==> src/hdl/rcw_pkg.sv <==
`default_nettype none
package rcw_pkg;

	localparam int COORD_W = 8;
	localparam int CHAN_W = 8;
	localparam int NUM_CHAN = 3;
	localparam int PIXEL_W = NUM_CHAN * CHAN_W;
	localparam int SIZE_W = 9;
	localparam int GAIN_W = 12;
	localparam int BRIGHT_W = 9;
	localparam int CFG_IDX_W = 2;
	localparam int CFG_DATA_W = 12;
	localparam int TAP_COUNT = 5;
	localparam int TAP_CENTER = 2;
	localparam int TAP_CNT_W = 3;

	localparam logic [CFG_IDX_W-1:0] REG_IMAGE_WIDTH = 2'd0;
	localparam logic [CFG_IDX_W-1:0] REG_IMAGE_HEIGHT = 2'd1;
	localparam logic [CFG_IDX_W-1:0] REG_GAIN = 2'd2;
	localparam logic [CFG_IDX_W-1:0] REG_BRIGHTNESS = 2'd3;

	localparam logic OP_LOAD = 1'b0;
	localparam logic OP_COMPUTE = 1'b1;

	// controller to datapath
	typedef struct packed {
		logic idle;
		logic rd;
		logic mul;
		logic emit;
	} rcw_cmd_t;

	// datapath to controller
	typedef struct packed {
		logic in_valid;
		logic in_bad;
		logic in_load;
		logic rd_last;
		logic out_free;
	} rcw_sts_t;

endpackage
`default_nettype wire

==> src/hdl/rcw_ctrl.sv <==
`default_nettype none
module rcw_ctrl import rcw_pkg::*; (
	input wire logic clk,
	input wire logic arst_n,
	input wire rcw_sts_t sts,
	output rcw_cmd_t cmd
);

	localparam logic [2:0] S_IDLE = 3'd0;
	localparam logic [2:0] S_RD = 3'd1;
	localparam logic [2:0] S_ACC = 3'd2;
	localparam logic [2:0] S_MUL = 3'd3;
	localparam logic [2:0] S_FIN = 3'd4;

	logic [2:0] state_q;
	logic [2:0] state_d;

	always_comb begin
		state_d = state_q;
		cmd = '0;
		unique case (state_q)
			S_IDLE: begin
				cmd.idle = 1'b1;
				if (sts.in_valid) begin
					if (sts.in_bad) begin
						state_d = S_FIN;
					end else if (!sts.in_load) begin
						state_d = S_RD;
					end
				end
			end
			S_RD: begin
				cmd.rd = 1'b1;
				if (sts.rd_last) begin
					state_d = S_ACC;
				end
			end
			S_ACC: begin
				state_d = S_MUL;
			end
			S_MUL: begin
				cmd.mul = 1'b1;
				state_d = S_FIN;
			end
			S_FIN: begin
				if (sts.out_free) begin
					cmd.emit = 1'b1;
					state_d = S_IDLE;
				end
			end
			default: begin
				state_d = S_IDLE;
			end
		endcase
	end

	always_ff @(posedge clk or negedge arst_n) begin
		if (!arst_n) begin
			state_q <= S_IDLE;
		end else begin
			state_q <= state_d;
		end
	end

endmodule
`default_nettype wire

==> config.mk <==
export PLATFORM = sky130hd
export DESIGN_NAME = rcw_ctrl
export DESIGN_NICKNAME = d
export VERILOG_FILES = /design/src/hdl/rcw_pkg.sv /design/src/hdl/rcw_ctrl.sv
export SDC_FILE = /design/constraint.sdc
export NUM_CORES = 1
export LEC_CHECK = 0
export BUFFER_PORTS_ARGS = -buffer_cell sky130_fd_sc_hd__buf_2
export CAP_MARGIN = 10
export CORE_AREA = 3 3 40 42
export CTS_CLUSTER_DIAMETER = 60
export DETAILED_ROUTE_END_ITERATION = 16
export DIE_AREA = 0 0 43 45
export SLEW_MARGIN = 20
export SYNTH_ARGS = -nofsm -noshare
export SYNTH_HDL_FRONTEND = slang
export SYNTH_SLANG_ARGS = --single-unit
==> constraint.sdc <==
create_clock -name clk -period 2.7 [get_ports clk]
set_input_delay 0.81 -clock clk [delete_from_list [all_inputs] [get_ports clk]]
set_output_delay 0.81 -clock clk [all_outputs]
set_load 0.05 [all_outputs]
==> results.ini <==
[timing]
hold_viol=0
slew_headroom=0.822
fmax_ghz=0.474
slew_viol_final=0
tns_ns=0
rsz0062_at_grt=no
period_needed_ns=2.11
skew_ns=0.00204
period_share=0.782
setup_viol=0
worst_slew_pin_slew_ns=0.263
worst_hold_slack_ns=0.361

[drt]
drt-vias-per-instance=3.91
ant_nets=0
post-route-drc-count=0
first_iter_violations=2
drt_first_pass_iters=3
vias=180
wl_per_cell_microns=9.63
wirelength_microns=443

[status]
outcome=finished, final reports clean

[synthesis]
synth_area_per_cell_sq_um=10.2
synth_cell_types=16
yosysSeqAreaShare=0.387
synth.cell_area_sq_um=194
yosys_warnings=0
synth_cells=19
synth-seq-cells=3
syn_nets=26

[place]
hpwl_microns=334
place_inst=42
placedInstanceArea_sq_um=250
place.gp.congestion=0.672
io_buffer_count=10

[worst_setup_path]
worstSetupPathType=reg2out
rrSetupSlack_ns=1.68
worstSetupStartpointType=register
crit_arrival_ns=1.30
worst_ep_required_time_ns=1.89
end_kind=primary output
critPathMaxFanout=9

[die]
rows=13
fp.dieH_microns=45
core_sq_um=1280
initial_core_util=0.151
die_area_sq_um=1940
die_w_microns=43
boundaryPins=11

[finish]
reg_top3=state_q: 3 flops
final_cell_area_sq_um=277
largest_reg_flops=3
regMostFlops=state_q
syn2layout_area_growth_pct=42.6
fillCellCount=139
drive_above_1_share=0.484
final-instance-count-excl-fill=46
antenna-diode-count=0
finalNetCount=39

[clocking]
cts_setup_buffers=0
htreeDepth=1
ctsResizeCount=0
cts_tree=yes
cts_buffer_depth=2
clk_pin_slew_ns=0.04
numCtsBuffers=3
cts.sinks=3
worstSkewPairLatency_ns=0.24
cts_root_buf=clkbuf_4
cts.hold.buffers_added=0

[global_routing]
grt_pass1_wl_microns=779
track_usage=0.0618
antenna_found_initial=0
grt_pass1_vias=186
grt_max_degree=10
grt_overflow_total=0

[min_path]
worst_hold_path_type=in2async

[pwr]
power.density_nw_per_um2=1250
total_power_w=0.000346
irDropWorstVdd_uv=421
p_leak_nw=0.138

[run]
cap_viol_max_count=0

-- area by class of cell --
type	count	area [sq um]	share of cell area
flip-flops and latches	3	75.1	0.271
well taps	15	18.8	0.0679
repair buffers	10	50.0	0.181
clock buffers	4	26.3	0.0950
multi-input cells	14	106	0.385
-- worst max-delay path, cell delays in order, from the launching register on --
cell and delay, ns:
dfrtp_1 0.44, nor2_1 0.18, and3_2 0.19, buf_2 0.25
-- cell families after synthesis --
kind of cell	count (synthesis)	share of synthesized area
simple gates	10	0.374
compound gates	4	0.174
flops	3	0.387
buf+inv	2	0.0645
-- where the power goes --
part           switching [W]   total, W  internal, W
sequential         0.0000341  0.0000967    0.0000626
combinational       0.000111   0.000169    0.0000576
clock              0.0000254  0.0000809    0.0000555
total               0.000170   0.000346     0.000176
-- routing by layer --
| layer | global-route usage | share of wire | vias up | wire [microns] |
|---|---|---|---|---|
| met5 | 0 | 0 | - | 0 |
| met4 | 0.0542 | 0.043 | 0 | 19 |
| met3 | 0.0558 | 0.17 | 2 | 74 |
| met2 | 0.0689 | 0.32 | 13 | 142 |
| met1 | 0.0681 | 0.47 | 70 | 207 |
| li1 | - | - | 95 | - |
-- synthesized netlist by cell type, drive strengths merged --
library cell  n  area (sq um)
or3b          1          8.76
dfrtp         3          75.1
a211oi        1          12.5
nor3          1          5.00
a211o         1          8.76
nor2          1          3.75
and3          1          7.51
and3b         1          8.76
nand3b        1          7.51
o21a          1          7.51
nor4b         2          17.5
buf           2          12.5
a21oi         1          5.00
nor3b         1          7.51
nand2b        1          6.26
-- placed cells by master, fill, tap and decap left out --
cell type	Yosys	layout
buf_2	1	10
clkbuf_4	0	3
dfrtp_1	3	3
nor4b_1	2	2
and3b_1	1	1
nor3_1	1	1
nor3b_1	1	1
nor2_1	1	1
and3_2	1	1
a211o_1	1	1
or3b_1	1	1
o21a_1	1	1
a211oi_2	1	1
nand2b_1	1	1
nand3b_1	1	1
a21oi_1	1	1
clkbuf_1	0	1
-- metrics by stage --
step	util	setup slack [ns]
finish	0.215	0.588
global route	0.215	0.467
CTS	0.215	0.574
detailed placement	0.195	0.582
global placement	0.195	0.582
floorplan	-	0.247
-- path summary, 6_finish.rpt --
check                           start          to  depth (start not counted)
max                        state_q[0]      cmd[0]                          3
min reg2reg                state_q[2]  state_q[0]                          1
min in group clk           state_q[2]  state_q[0]                          1
max reg2reg                state_q[2]  state_q[2]                          2
min                            arst_n  state_q[1]                          1
max in group asynchronous      arst_n  state_q[0]                          1
Note: power is estimated with default switching activity, not from simulation.
